<file path="src/design/vcrw_pkg.sv">
`default_nettype none
package vcrw_pkg;

  localparam int unsigned CNT_W  = 12;
  localparam int unsigned PIX_W  = 8;
  localparam int unsigned ADDR_W = 32;
  localparam int unsigned WORD_W = 32;
  localparam int unsigned KIND_W = 2;
  localparam int unsigned IDX_W  = 2;
  localparam int unsigned FILL_W = 2;
  localparam int unsigned PACK_W = 24;

  // command queue between front and back
  localparam int unsigned QDEPTH = 4;
  localparam int unsigned QAW    = 2;
  localparam int unsigned QCW    = 3;

  // configuration register indexes
  localparam logic [IDX_W-1:0] REG_WIDTH  = 2'd0;
  localparam logic [IDX_W-1:0] REG_HEIGHT = 2'd1;
  localparam logic [IDX_W-1:0] REG_BASE   = 2'd2;
  localparam logic [IDX_W-1:0] REG_SIZE   = 2'd3;

  localparam logic [CNT_W-1:0]  WIDTH_RST  = 12'd640;
  localparam logic [CNT_W-1:0]  HEIGHT_RST = 12'd480;
  localparam logic [ADDR_W-1:0] BASE_RST   = 32'd0;
  localparam logic [ADDR_W-1:0] SIZE_RST   = 32'd307200;

  // result codes
  localparam logic [KIND_W-1:0] EV_WRITE = 2'd0;
  localparam logic [KIND_W-1:0] EV_DROP  = 2'd1;
  localparam logic [KIND_W-1:0] EV_SHORT = 2'd2;

  // queue command codes
  localparam logic [KIND_W-1:0] CMD_PIXEL = 2'd0;
  localparam logic [KIND_W-1:0] CMD_DROP  = 2'd1;
  localparam logic [KIND_W-1:0] CMD_SHORT = 2'd2;

  localparam logic [FILL_W-1:0] FILL_LAST = 2'd3;
  localparam logic [ADDR_W:0]   WORD_STEP = 33'd4;

  typedef struct packed {
    logic [KIND_W-1:0] kind;
    logic [PIX_W-1:0]  px;
  } cmd_t;

  typedef struct packed {
    logic [CNT_W-1:0] width;
    logic [CNT_W-1:0] height;
  } geom_t;

  typedef struct packed {
    logic [ADDR_W-1:0] base;
    logic [ADDR_W-1:0] size;
  } buf_t;

endpackage
`default_nettype wire

</file>
<file path="src/design/vcrw_pix_if.sv">
`default_nettype none
interface vcrw_pix_if;
  logic                     valid;
  logic                     ready;
  logic                     frame_active;
  logic                     line_active;
  logic [vcrw_pkg::PIX_W-1:0] pixel_byte;

  modport source (output valid, frame_active, line_active, pixel_byte, input ready);
  modport sink   (input valid, frame_active, line_active, pixel_byte, output ready);
endinterface
`default_nettype wire

</file>
<file path="src/design/vcrw_evt_if.sv">
`default_nettype none
interface vcrw_evt_if;
  logic                        valid;
  logic                        ready;
  logic [vcrw_pkg::KIND_W-1:0] event_kind;
  logic [vcrw_pkg::ADDR_W-1:0] write_address;
  logic [vcrw_pkg::WORD_W-1:0] write_word;
  logic                        first_write;

  modport source (output valid, event_kind, write_address, write_word, first_write,
                  input ready);
  modport sink   (input valid, event_kind, write_address, write_word, first_write,
                  output ready);
endinterface
`default_nettype wire

</file>
<file path="src/design/vcrw_fifo.sv">
`default_nettype none
module vcrw_fifo (
  input  wire                 clk_i,
  input  wire                 rst_ni,
  input  wire                 push_i,
  input  vcrw_pkg::cmd_t      push_data_i,
  output logic                full_o,
  input  wire                 pop_i,
  output vcrw_pkg::cmd_t      pop_data_o,
  output logic                empty_o
);

  vcrw_pkg::cmd_t                mem_q [vcrw_pkg::QDEPTH];
  logic [vcrw_pkg::QAW-1:0]      wr_q, wr_d;
  logic [vcrw_pkg::QAW-1:0]      rd_q, rd_d;
  logic [vcrw_pkg::QCW-1:0]      cnt_q, cnt_d;

  assign full_o     = (cnt_q == vcrw_pkg::QCW'(vcrw_pkg::QDEPTH));
  assign empty_o    = (cnt_q == '0);
  assign pop_data_o = mem_q[rd_q];

  always_comb begin
    wr_d  = push_i ? wr_q + 1'b1 : wr_q;
    rd_d  = pop_i ? rd_q + 1'b1 : rd_q;
    cnt_d = cnt_q;
    if (push_i && !pop_i) begin
      cnt_d = cnt_q + 1'b1;
    end else if (pop_i && !push_i) begin
      cnt_d = cnt_q - 1'b1;
    end
  end

  always_ff @(posedge clk_i or negedge rst_ni) begin
    if (!rst_ni) begin
      wr_q  <= '0;
      rd_q  <= '0;
      cnt_q <= '0;
    end else begin
      wr_q  <= wr_d;
      rd_q  <= rd_d;
      cnt_q <= cnt_d;
    end
  end

  always_ff @(posedge clk_i) begin
    if (push_i) begin
      mem_q[wr_q] <= push_data_i;
    end
  end

  a_no_overflow: assert property (@(posedge clk_i) disable iff (!rst_ni)
    full_o && !pop_i |-> !push_i)
    else $error("command queue overflow");

endmodule
`default_nettype wire

</file>
<file path="src/design/vcrw_front.sv">
`default_nettype none
module vcrw_front (
  input  wire                 clk_i,
  input  wire                 rst_ni,
  input  vcrw_pkg::geom_t     geom_i,
  vcrw_pix_if.sink            pix,
  input  wire                 full_i,
  output logic                push_o,
  output vcrw_pkg::cmd_t      cmd_o
);

  logic [vcrw_pkg::CNT_W-1:0] col_q, col_d;
  logic [vcrw_pkg::CNT_W-1:0] line_q, line_d;
  logic                       take;

  assign pix.ready = !full_i;
  assign take      = pix.valid && !full_i;

  always_comb begin
    col_d      = col_q;
    line_d     = line_q;
    push_o     = 1'b0;
    cmd_o.kind = vcrw_pkg::CMD_PIXEL;
    cmd_o.px   = pix.pixel_byte;
    if (take) begin
      if (pix.frame_active && pix.line_active) begin
        push_o = 1'b1;
        if (col_q < geom_i.width && line_q < geom_i.height) begin
          col_d = col_q + 1'b1;
        end else begin
          cmd_o.kind = vcrw_pkg::CMD_DROP;
        end
      end else if (pix.frame_active) begin
        // hblank: close a complete line, flag a partial one
        if (col_q == geom_i.width) begin
          col_d  = '0;
          line_d = line_q + 1'b1;
        end else if (col_q != '0) begin
          push_o     = 1'b1;
          cmd_o.kind = vcrw_pkg::CMD_SHORT;
        end
      end else if (col_q == geom_i.width && line_q == geom_i.height - 1'b1) begin
        col_d  = '0;
        line_d = '0;
      end
    end
  end

  always_ff @(posedge clk_i or negedge rst_ni) begin
    if (!rst_ni) begin
      col_q  <= '0;
      line_q <= '0;
    end else begin
      col_q  <= col_d;
      line_q <= line_d;
    end
  end

  a_drop_holds: assert property (@(posedge clk_i) disable iff (!rst_ni)
    push_o && cmd_o.kind == vcrw_pkg::CMD_DROP |=> $stable(col_q) && $stable(line_q))
    else $error("dropped pixel moved the counters");

endmodule
`default_nettype wire

</file>
<file path="src/design/vcrw_back.sv">
`default_nettype none
module vcrw_back (
  input  wire                 clk_i,
  input  wire                 rst_ni,
  input  vcrw_pkg::buf_t      buf_i,
  input  wire                 empty_i,
  input  vcrw_pkg::cmd_t      cmd_i,
  output logic                pop_o,
  vcrw_evt_if.source          evt
);

  logic [vcrw_pkg::PACK_W-1:0] pack_q, pack_d;
  logic [vcrw_pkg::FILL_W-1:0] fill_q, fill_d;
  logic [vcrw_pkg::ADDR_W-1:0] off_q, off_d;
  logic                        started_q, started_d;
  logic                        vld_q, vld_d;
  logic [vcrw_pkg::KIND_W-1:0] kind_q, kind_d;
  logic [vcrw_pkg::ADDR_W-1:0] addr_q, addr_d;
  logic [vcrw_pkg::WORD_W-1:0] word_q, word_d;
  logic                        first_q, first_d;
  logic                        res;
  logic [vcrw_pkg::ADDR_W:0]   off_next;

  assign pop_o    = !empty_i && (!vld_q || evt.ready);
  assign off_next = {1'b0, off_q} + vcrw_pkg::WORD_STEP;

  always_comb begin
    pack_d    = pack_q;
    fill_d    = fill_q;
    off_d     = off_q;
    started_d = started_q;
    res       = 1'b0;
    kind_d    = vcrw_pkg::EV_WRITE;
    addr_d    = '0;
    word_d    = '0;
    first_d   = 1'b0;
    if (pop_o) begin
      case (cmd_i.kind)
        vcrw_pkg::CMD_PIXEL: begin
          if (fill_q != vcrw_pkg::FILL_LAST) begin
            case (fill_q)
              2'd0:    pack_d[7:0]   = cmd_i.px;
              2'd1:    pack_d[15:8]  = cmd_i.px;
              default: pack_d[23:16] = cmd_i.px;
            endcase
            fill_d = fill_q + 1'b1;
          end else begin
            res       = 1'b1;
            kind_d    = vcrw_pkg::EV_WRITE;
            addr_d    = buf_i.base + off_q;
            word_d    = {cmd_i.px, pack_q};
            first_d   = !started_q;
            started_d = 1'b1;
            pack_d    = '0;
            fill_d    = '0;
            // wrap compare done at 33 bits so a size near 2^32 still works
            off_d     = (off_next >= {1'b0, buf_i.size}) ? '0
                                                        : off_next[vcrw_pkg::ADDR_W-1:0];
          end
        end
        vcrw_pkg::CMD_DROP: begin
          res    = 1'b1;
          kind_d = vcrw_pkg::EV_DROP;
        end
        vcrw_pkg::CMD_SHORT: begin
          res    = 1'b1;
          kind_d = vcrw_pkg::EV_SHORT;
        end
        default: begin
          res = 1'b0;
        end
      endcase
    end
    vld_d = res ? 1'b1 : (evt.ready ? 1'b0 : vld_q);
  end

  always_ff @(posedge clk_i or negedge rst_ni) begin
    if (!rst_ni) begin
      pack_q    <= '0;
      fill_q    <= '0;
      off_q     <= '0;
      started_q <= 1'b0;
      vld_q     <= 1'b0;
    end else begin
      pack_q    <= pack_d;
      fill_q    <= fill_d;
      off_q     <= off_d;
      started_q <= started_d;
      vld_q     <= vld_d;
    end
  end

  always_ff @(posedge clk_i) begin
    if (res) begin
      kind_q  <= kind_d;
      addr_q  <= addr_d;
      word_q  <= word_d;
      first_q <= first_d;
    end
  end

  assign evt.valid         = vld_q;
  assign evt.event_kind    = kind_q;
  assign evt.write_address = addr_q;
  assign evt.write_word    = word_q;
  assign evt.first_write   = first_q;

  a_offset_aligned: assert property (@(posedge clk_i) disable iff (!rst_ni)
    off_q[1:0] == 2'b00)
    else $error("write offset lost word alignment");

  a_word_clears_pack: assert property (@(posedge clk_i) disable iff (!rst_ni)
    pop_o && cmd_i.kind == vcrw_pkg::CMD_PIXEL && fill_q == vcrw_pkg::FILL_LAST
    |=> fill_q == '0 && started_q && vld_q)
    else $error("word write did not restart packing");

  a_first_only_write: assert property (@(posedge clk_i) disable iff (!rst_ni)
    vld_q && first_q |-> kind_q == vcrw_pkg::EV_WRITE)
    else $error("first_write on a non-write result");

endmodule
`default_nettype wire

</file>
<file path="src/design/video_capture_to_ram_writer.sv">
// Path: pixel -> command queue -> packer -> registered event output.
// Throughput: one pixel byte per cycle while the queue is not full; a 4-entry command
// queue lets the pixel counters and the packer/address unit stall apart, and the
// output register holds one result while the next input is taken.
// Reset (rst_ni, async low): counters, packer, offset and queue cleared; config regs
// return to 640 x 480, base 0, size 307200.
`default_nettype none
module video_capture_to_ram_writer (
  input  wire                           clk_i,
  input  wire                           rst_ni,
  vcrw_pix_if.sink                      in_chan,
  vcrw_evt_if.source                    out_chan,
  input  wire                           cfg_we_i,
  input  wire [vcrw_pkg::IDX_W-1:0]     cfg_idx_i,
  input  wire [vcrw_pkg::ADDR_W-1:0]    cfg_data_i
);

  vcrw_pkg::geom_t geom_q;
  vcrw_pkg::buf_t  buf_q;
  vcrw_pkg::cmd_t  push_cmd;
  vcrw_pkg::cmd_t  pop_cmd;
  logic            push;
  logic            pop;
  logic            full;
  logic            empty;

  always_ff @(posedge clk_i or negedge rst_ni) begin
    if (!rst_ni) begin
      geom_q.width  <= vcrw_pkg::WIDTH_RST;
      geom_q.height <= vcrw_pkg::HEIGHT_RST;
      buf_q.base    <= vcrw_pkg::BASE_RST;
      buf_q.size    <= vcrw_pkg::SIZE_RST;
    end else if (cfg_we_i) begin
      case (cfg_idx_i)
        vcrw_pkg::REG_WIDTH:  geom_q.width  <= cfg_data_i[vcrw_pkg::CNT_W-1:0];
        vcrw_pkg::REG_HEIGHT: geom_q.height <= cfg_data_i[vcrw_pkg::CNT_W-1:0];
        vcrw_pkg::REG_BASE:   buf_q.base    <= cfg_data_i;
        vcrw_pkg::REG_SIZE:   buf_q.size    <= cfg_data_i;
        default: begin
          buf_q <= buf_q;
        end
      endcase
    end
  end

  vcrw_front u_front (
    .clk_i  (clk_i),
    .rst_ni (rst_ni),
    .geom_i (geom_q),
    .pix    (in_chan),
    .full_i (full),
    .push_o (push),
    .cmd_o  (push_cmd)
  );

  vcrw_fifo u_fifo (
    .clk_i       (clk_i),
    .rst_ni      (rst_ni),
    .push_i      (push),
    .push_data_i (push_cmd),
    .full_o      (full),
    .pop_i       (pop),
    .pop_data_o  (pop_cmd),
    .empty_o     (empty)
  );

  vcrw_back u_back (
    .clk_i   (clk_i),
    .rst_ni  (rst_ni),
    .buf_i   (buf_q),
    .empty_i (empty),
    .cmd_i   (pop_cmd),
    .pop_o   (pop),
    .evt     (out_chan)
  );

endmodule
`default_nettype wire

</file>
<file path="src/flat_wrapper.sv">
// flat-port wrapper written by rule: the top's interface ports become plain ports
module video_capture_to_ram_writer_flat 
  (clk_i, rst_ni, cfg_we_i, cfg_idx_i, cfg_data_i, in_chan_valid, in_chan_frame_active, in_chan_line_active, in_chan_pixel_byte, in_chan_ready, out_chan_valid, out_chan_event_kind, out_chan_write_address, out_chan_write_word, out_chan_first_write, out_chan_ready);
  vcrw_pix_if in_chan_i ();
  vcrw_evt_if out_chan_i ();
  input  wire clk_i;
  input  wire rst_ni;
  input  wire cfg_we_i;
  input  wire [vcrw_pkg::IDX_W-1:0] cfg_idx_i;
  input  wire [vcrw_pkg::ADDR_W-1:0] cfg_data_i;
  input wire logic [$bits(in_chan_i.valid)-1:0] in_chan_valid;
  input wire logic [$bits(in_chan_i.frame_active)-1:0] in_chan_frame_active;
  input wire logic [$bits(in_chan_i.line_active)-1:0] in_chan_line_active;
  input wire logic [$bits(in_chan_i.pixel_byte)-1:0] in_chan_pixel_byte;
  output wire logic [$bits(in_chan_i.ready)-1:0] in_chan_ready;
  output wire logic [$bits(out_chan_i.valid)-1:0] out_chan_valid;
  output wire logic [$bits(out_chan_i.event_kind)-1:0] out_chan_event_kind;
  output wire logic [$bits(out_chan_i.write_address)-1:0] out_chan_write_address;
  output wire logic [$bits(out_chan_i.write_word)-1:0] out_chan_write_word;
  output wire logic [$bits(out_chan_i.first_write)-1:0] out_chan_first_write;
  input wire logic [$bits(out_chan_i.ready)-1:0] out_chan_ready;
  assign in_chan_i.valid = in_chan_valid;
  assign in_chan_i.frame_active = in_chan_frame_active;
  assign in_chan_i.line_active = in_chan_line_active;
  assign in_chan_i.pixel_byte = in_chan_pixel_byte;
  assign in_chan_ready = in_chan_i.ready;
  assign out_chan_valid = out_chan_i.valid;
  assign out_chan_event_kind = out_chan_i.event_kind;
  assign out_chan_write_address = out_chan_i.write_address;
  assign out_chan_write_word = out_chan_i.write_word;
  assign out_chan_first_write = out_chan_i.first_write;
  assign out_chan_i.ready = out_chan_ready;
  video_capture_to_ram_writer u_core (.clk_i(clk_i), .rst_ni(rst_ni), .in_chan(in_chan_i), .out_chan(out_chan_i), .cfg_we_i(cfg_we_i), .cfg_idx_i(cfg_idx_i), .cfg_data_i(cfg_data_i));
endmodule
</file>
<file path="config.mk">
export PLATFORM = sky130hd
export DESIGN_NAME = video_capture_to_ram_writer_flat
export DESIGN_NICKNAME = d
export VERILOG_FILES = /design/src/design/vcrw_pkg.sv /design/src/design/vcrw_pix_if.sv /design/src/design/vcrw_evt_if.sv /design/src/design/vcrw_fifo.sv /design/src/design/vcrw_front.sv /design/src/design/vcrw_back.sv /design/src/design/video_capture_to_ram_writer.sv /design/src/flat_wrapper.sv
export SDC_FILE = /design/constraint.sdc
export NUM_CORES = 1
export LEC_CHECK = 0
export BUFFER_PORTS_ARGS = -buffer_cell sky130_fd_sc_hd__clkbuf_2
export CAP_MARGIN = 5
export CORE_MARGIN = 2
export CORE_UTILIZATION = 60
export CTS_CLUSTER_DIAMETER = 60
export DETAILED_ROUTE_END_ITERATION = 16
export PLACE_DENSITY = 0.8
export SYNTH_ARGS = -nofsm -noshare
export SYNTH_HDL_FRONTEND = slang
export SYNTH_HIERARCHICAL = 1
export SYNTH_SLANG_ARGS = --single-unit
</file>
<file path="constraint.sdc">
create_clock -name clk_i -period 7.1 [get_ports clk_i]
set_clock_uncertainty 0.15 [all_clocks]
set_input_delay 0.355 -clock clk_i [delete_from_list [all_inputs] [get_ports clk_i]]
set_output_delay 0.355 -clock clk_i [all_outputs]
set_load 0.02 [all_outputs]
</file>
==> flow_metrics.tcl, run 1 <==
set metrics [dict create \
    stdcell_count 1833 \
    cts-resized-gates 0 \
    fin_area_um2 17700 \
    synth_edf_count 107 \
    synth_ff_type "dfrtp_1" \
    r2r_setup_slack_ps 2170 \
    synth_top_area_share_pct 27.0 \
    cp.arrival_ps 5240 \
    placed_area_um2 16200 \
    syn_area_per_cell_um2 11.6 \
    vias 10915 \
    intPower_mw 4.00 \
    clk_latency_ps 550 \
    initialDrtViolationCount 984 \
    async_reset_ff_share_pct 62.3 \
    r2r_cells 17 \
    worst_r2r_endpoint "u_core/u_back/off_q[31]" \
    hold_slack_ps 30.9 \
    comb_power_share_pct 32.9 \
    required_ps 7410 \
    fin_crit_ps 4930 \
    peakVddDrop_uv 229 \
    dp_slack_ps 2300 \
    ant_nets 0 \
    htree_levels 1 \
    grt-ovfl-total 0 \
    nNetsFinal 1629 \
    syn2layout_area_growth_pct 14.1 \
    drv_slew 0 \
    place_hpwl_um 23700 \
    hold_viol 0 \
    ys_ff_latch 284 \
    die_x_um 165 \
    drive_above_1_share_pct 20.6 \
    timing.final.ws_setup_ps 2170 \
    mostFrequentLayoutCell "dfrtp_1" \
    final_cell_mix "dfrtp_1 (167), clkbuf_2 (116), edfxtp_1 (107)" \
    leakage_nw 7.88 \
    switching_power_mw 2.23 \
    antenna_found_initial 0 \
    placedCellCount 1736 \
    seqPwrFrac_pct 41.3 \
    drc 0 \
    synth_seq_area_share_pct 49.5 \
    num_rows 58 \
    gp_congestion 0.905 \
    max_slew_margin_pct 24.1 \
    first_pass_iters 5 \
    hold_start "cfg_data_i[3]" \
    die_area_um2 27100 \
    core_um2 25300 \
    clk_pin_slew_ps 60 \
    synth_cell_types 85 \
    critical_path.top_delay_family "simple AND/OR/NAND/NOR gates" \
    p_per_area_nw_per_um2 353 \
    boundaryPins 118 \
    die_y_um 165 \
    synth_nets 1485 \
    setup_tns_ps 0 \
    cp_slowest_cell "nor2_1" \
    diodes 0 \
    avgViaCountPerCell 5.95 \
    rsz0062_at_grt "no" \
    critPathMaxFanout 14 \
    start_kind "register" \
    setup_viol 0 \
    worstMarginPinSlew_ps 1120 \
    synth.top_cells.by_area "dfrtp_1 (27%), edfxtp_1 (21%), ha_1 (8.1%), mux2_2 (4.1%), mux2_4 (3.2%)" \
    yosys_warnings 6 \
    clockBufferDepth 3 \
    clockPowerShare_pct 25.8 \
    start_util_pct 61.3 \
    synth_top_area_cell "dfrtp_1" \
    cts_tree "done" \
    outcome "completed" \
    gr-usage-all-layers_pct 25.9 \
    endpoint_kind "register" \
    hold_class "primary input to register" \
    cts_root_buffer "clkbuf_16" \
    path_cells "ha_1 -> nand2_1 -> nor3_2 -> nand3_2 -> nor2_1 -> nand3_1 -> xnor2_1 -> ha_1 -> a21o_1 -> a21oi_1 -> nor2b_1 -> o41ai_4 -> a31oi_4 -> nor2_1 -> buf_4 -> a21oi_1 -> o21ai_0" \
    hold_end "u_core/geom_q[3]" \
    grt_start_max_net_pins 76 \
    max_freq_mhz 203 \
    syn_inst 1335 \
    path_class "register to register" \
    clkSinkCount 284 \
    grt_pass1_vias 11003 \
    fin_util_pct 70.0 \
    path_buf_inv 1 \
    syn_area_um2 15500 \
    critical_path.max_stage_delay_ps 620 \
    cts-buffers-inserted 30 \
    wire_per_inst_um 18.9 \
    r2r-start "u_core/u_back/off_q[2]" \
    totalPowerFinal_mw 6.23 \
    switching_share_pct 35.8 \
    holdPathStages 2 \
    cts_setup_buffers 0 \
    period_share_pct 69.5 \
    postRouteWirelength_um 34700 \
    grt_pass1_wl_um 56000 \
    cap_violations 0 \
    portBuffers 117 \
]
flip-flops by register name, summed over array words and instances (netlist names), 12 cells and up:
name / count
u_core/u_fifo/mem_q: 40
u_core/u_back/evt.write_word: 32
u_core/u_front/line_q: 12
u_core/geom_q: 24
u_core/buf_q: 64
u_core/u_back/off_q: 30
u_core/u_back/evt.write_address: 32
u_core/u_back/pack_q: 24
u_core/u_front/col_q: 12
synth_stat cells, types with 5 or more instances:
master and number:
o31ai_1 19, and2_1 47, nor3b_1 8, edfxtp_1 107
nor2b_1 15, mux2_2 57, xnor2_1 36, nand3_1 32
dfrtp_1 167, nor4_1 5, nand2b_1 22, buf_4 10
a211oi_1 5, inv_1 87, a22o_1 18, a31oi_1 13
ha_1 100, nand2_1 72, o21bai_1 5, o41ai_1 8
a21o_1 14, buf_2 6, buf_6 8, o21a_1 9
nand4_1 19, or3_1 18, and3_1 21, or4_1 8
mux2_4 33, o21ai_1 9, nor2_1 57, dfstp_2 10
clkbuf_1 24, mux4_2 8, a21oi_1 61, o21ai_0 64
xor2_1 29, nor3_1 23, o211ai_1 9
worst register-to-register path, stage by stage, from the launching register on:
cell and delay, ps:
dfrtp_1 440, ha_1 310, nand2_1 120, nor3_2 330, nand3_2 160, nor2_1 450, nand3_1 160, xnor2_1 230
ha_1 290, a21o_1 190, a21oi_1 160, nor2b_1 90, o41ai_4 340, a31oi_4 190, nor2_1 620, buf_4 340
a21oi_1 100, o21ai_0 190
metal layers:
| metal | routed length (µm) | vias up | global-route usage, % |
|---|---|---|---|
| met3 | 1600 | 64 | 3.42 |
| met5 | 0 | - | 0 |
| met2 | 17500 | 315 | 45.3 |
| met1 | 14800 | 5386 | 34.2 |
| met4 | 813 | 0 | 7.00 |
| li1 | - | 5150 | - |
power groups by stage:
stage          Combinational [mW]  Sequential (mW)  Clock [mW]
5_1_grt                      2.25             2.63        1.71
2_1_floorplan                1.19             2.80           0
3_3_place_gp                 1.93             2.58           0
3_5_place_dp                 2.01             2.60           0
6_report                     2.05             2.57        1.61
4_1_cts                      2.05             2.57        1.64
cell type report:
| type | instances | area (µm²) |
|---|---|---|
| clock buffers | 38 | 822 |
| clock inverters | 18 | 206 |
| fillers | 1791 | 7590 |
| inverters | 87 | 327 |
| multi-input cells | 911 | 7190 |
| flip-flops and latches | 284 | 7650 |
| well taps | 330 | 413 |
| repair buffers | 165 | 1050 |
timing repair:
item / CTS / global route
endpoints found under the setup margin: 0 / 0
hold endpoints to repair: 162 / 0
hold buffers: 41 / 0
worst max-delay path by stage:
stage                                       from                               to  slack [ps]  cells after the start
after floorplan            u_core/u_fifo/rd_q[0]  u_core/u_back/evt.event_kind[0]        1410                      8
after global placement    u_core/u_back/off_q[2]          u_core/u_back/off_q[31]        2540                     17
after detailed placement  u_core/u_back/off_q[2]          u_core/u_back/off_q[31]        2300                     17
after CTS                 u_core/u_back/off_q[2]          u_core/u_back/off_q[31]        2230                     17
after global routing      u_core/u_back/off_q[2]          u_core/u_back/off_q[31]        1920                     17
final                     u_core/u_back/off_q[2]          u_core/u_back/off_q[31]        2170                     17
cells by family (layout without fill, tap and decap cells):
family | Yosys count | count (layout) | share of synthesized area [%]
mux | 104 | 104 | 9.11
fa+ha+maj | 101 | 101 | 8.21
simple gates | 375 | 375 | 13.6
compound gates | 265 | 265 | 11.6
buf+inv | 140 | 308 | 4.21
flops | 284 | 284 | 49.5
xor+xnor | 66 | 66 | 3.78
Power figures use the tool's default switching activity.
==> inputs of run 2 (changes only) <==
CORE_UTILIZATION = 55   (was 60)
PLACE_DENSITY = 0.77   (was 0.8)
clock period = 4.25 ns   (was 7.1 ns; I/O delays follow)
==> run 2 against run 1 <==
- critical path depth unchanged
- register-to-register slack worse by 2000 ps
- sequential share of layout area down 0.56 points
- critical path type unchanged
==> flow_metrics.tcl, run 2 (synthesis gave the netlist of run 1 again) <==
set metrics [dict create \
    cap_violations 0 \
    antenna_found_initial 0 \
    largest-register "u_core/buf_q" \
    place_hpwl_um 23100 \
    die_area_um2 29500 \
    initialDrtViolationCount 904 \
    hold_start "cfg_idx_i[0]" \
    clockBufferDepth 3 \
    start_kind "register" \
    gp_congestion 0.921 \
    drc 0 \
    wire_per_inst_um 17.7 \
    htree_levels 1 \
    totalPowerFinal_mw 10.4 \
    cts-buffers-inserted 30 \
    setup_tns_ps 0 \
    fin_crit_ps 4060 \
    fill_cells 2151 \
    required_ps 4590 \
    period_share_pct 95.4 \
    endpoint_kind "register" \
    boundaryPins 118 \
    postRouteWirelength_um 33600 \
    clkSinkCount 284 \
    path_class "register to register" \
    r2r_cells 17 \
    hold_viol 0 \
    outcome "completed" \
    worst_r2r_endpoint "u_core/u_back/off_q[30]" \
    cts_root_buffer "clkbuf_16" \
    setup_viol 0 \
    avgViaCountPerCell 5.77 \
    hold_class "primary input to register" \
    rsz0062_at_grt "no" \
    r2r-start "u_core/u_back/off_q[7]" \
    cp.arrival_ps 4390 \
    worstMarginPinSlew_ps 1040 \
    largest_register_ff_count 64 \
    syn2layout_area_growth_pct 15.7 \
    nNetsFinal 1644 \
    portBuffers 117 \
    diodes 0 \
    peakVddDrop_uv 399 \
    core_um2 27800 \
    r2r_setup_slack_ps 190 \
    grt_pass1_wl_um 54600 \
    hold_slack_ps 112 \
    cts_tree "done" \
    vias 10942 \
    critPathMaxFanout 8 \
    p_per_area_nw_per_um2 584 \
    holdPathStages 3 \
    ant_nets 0 \
    drive_above_1_share_pct 21.8 \
    grt_pass1_vias 10898 \
    first_pass_iters 7 \
    clk_pin_slew_ps 70 \
    num_rows 61 \
    cts_setup_buffers 0 \
    final_cell_mix "dfrtp_1 (164), clkbuf_2 (116), edfxtp_1 (107)" \
    max_slew_margin_pct 31.0 \
    hold_end "u_core/geom_q[20]" \
    leakage_nw 7.99 \
    max_freq_mhz 247 \
    largestRegisters "u_core/buf_q x64, u_core/u_fifo/mem_q x40" \
    start_util_pct 55.7 \
    grt-ovfl-total 0 \
    die_y_um 172 \
    gr-usage-all-layers_pct 23.0 \
    die_x_um 172 \
    drv_slew 0 \
    grt_start_max_net_pins 96 \
    mostFrequentLayoutCell "dfrtp_1" \
    clk_latency_ps 550 \
]
-- run 2: layout make-up --
class	instances	area [µm²]	share of cell area, %
Sequential cell	284	7660	42.8
Clock inverter	16	186	1.04
Inverter	87	327	1.82
Multi-Input combinational cell	911	7220	40.3
Tap cell	378	473	2.64
Timing Repair Buffer	180	1190	6.65
Clock buffer	40	850	4.74
-- run 2: how the worst max path moves through the flow --
stage               slack [ps]              startpoint  cells after the start                       to
detailed placement          10  u_core/u_back/off_q[2]                     16  u_core/u_back/off_q[31]
floorplan                  360  u_core/u_back/off_q[4]                     18  u_core/u_back/off_q[27]
global route                 6  u_core/u_back/off_q[7]                     18  u_core/u_back/off_q[24]
CTS                         60  u_core/u_back/off_q[2]                     18  u_core/u_back/off_q[31]
finish                     190  u_core/u_back/off_q[7]                     17  u_core/u_back/off_q[30]
global placement           180  u_core/u_back/off_q[2]                     16  u_core/u_back/off_q[31]
-- run 2: per-layer routing --
metal | GRT usage, % | share of wire, % | vias up
li1 | - | - | 5173
met1 | 31.1 | 44 | 5413
met2 | 39.5 | 49 | 301
met3 | 2.95 | 5.2 | 55
met4 | 5.92 | 2.1 | 0
met5 | 0 | 0 | -
-- run 2: worst max-delay path, cell delays in order (launching register included) --
cell and delay, ps:
dfrtp_2 410, nand4_1 210, or3_4 440, or2_1 250
nor2_2 210, nand2_2 130, nor2_2 160, xor2_1 160
ha_1 270, and3_1 180, a21oi_1 90, o21ai_0 180
o211ai_1 220, a31oi_4 120, buf_4 190, nor2_2 180
buf_2 280, a22o_1 170
-- run 2: metrics by stage --
stage,util (%),setup WS (ps),instance area (µm²),std cells
4_1_cts,64.3,58.6,17900,1895
6_report,64.4,194,17900,1896
3_3_place_gp,58.9,180,16400,1794
5_1_grt,64.4,6.29,17900,1896
3_5_place_dp,58.9,11.4,16400,1794
2_1_floorplan,-,357,15500,1335
-- run 2: report_power, final --
group | switching, mW | internal [mW] | total, mW | leakage [nW]
combinational | 2.16 | 1.29 | 3.45 | 4.30
clock | 1.08 | 1.64 | 2.73 | 0.510
sequential | 0.454 | 3.82 | 4.27 | 3.18
total | 3.70 | 6.75 | 10.4 | 7.99
-- run 2: repair_timing --
action	CTS	global route
gates resized for setup	2	11
gates cloned	0	1
hold endpoints to repair	203	0
hold buffers	45	0
endpoints found under the setup margin	2	25
pin swaps	0	2
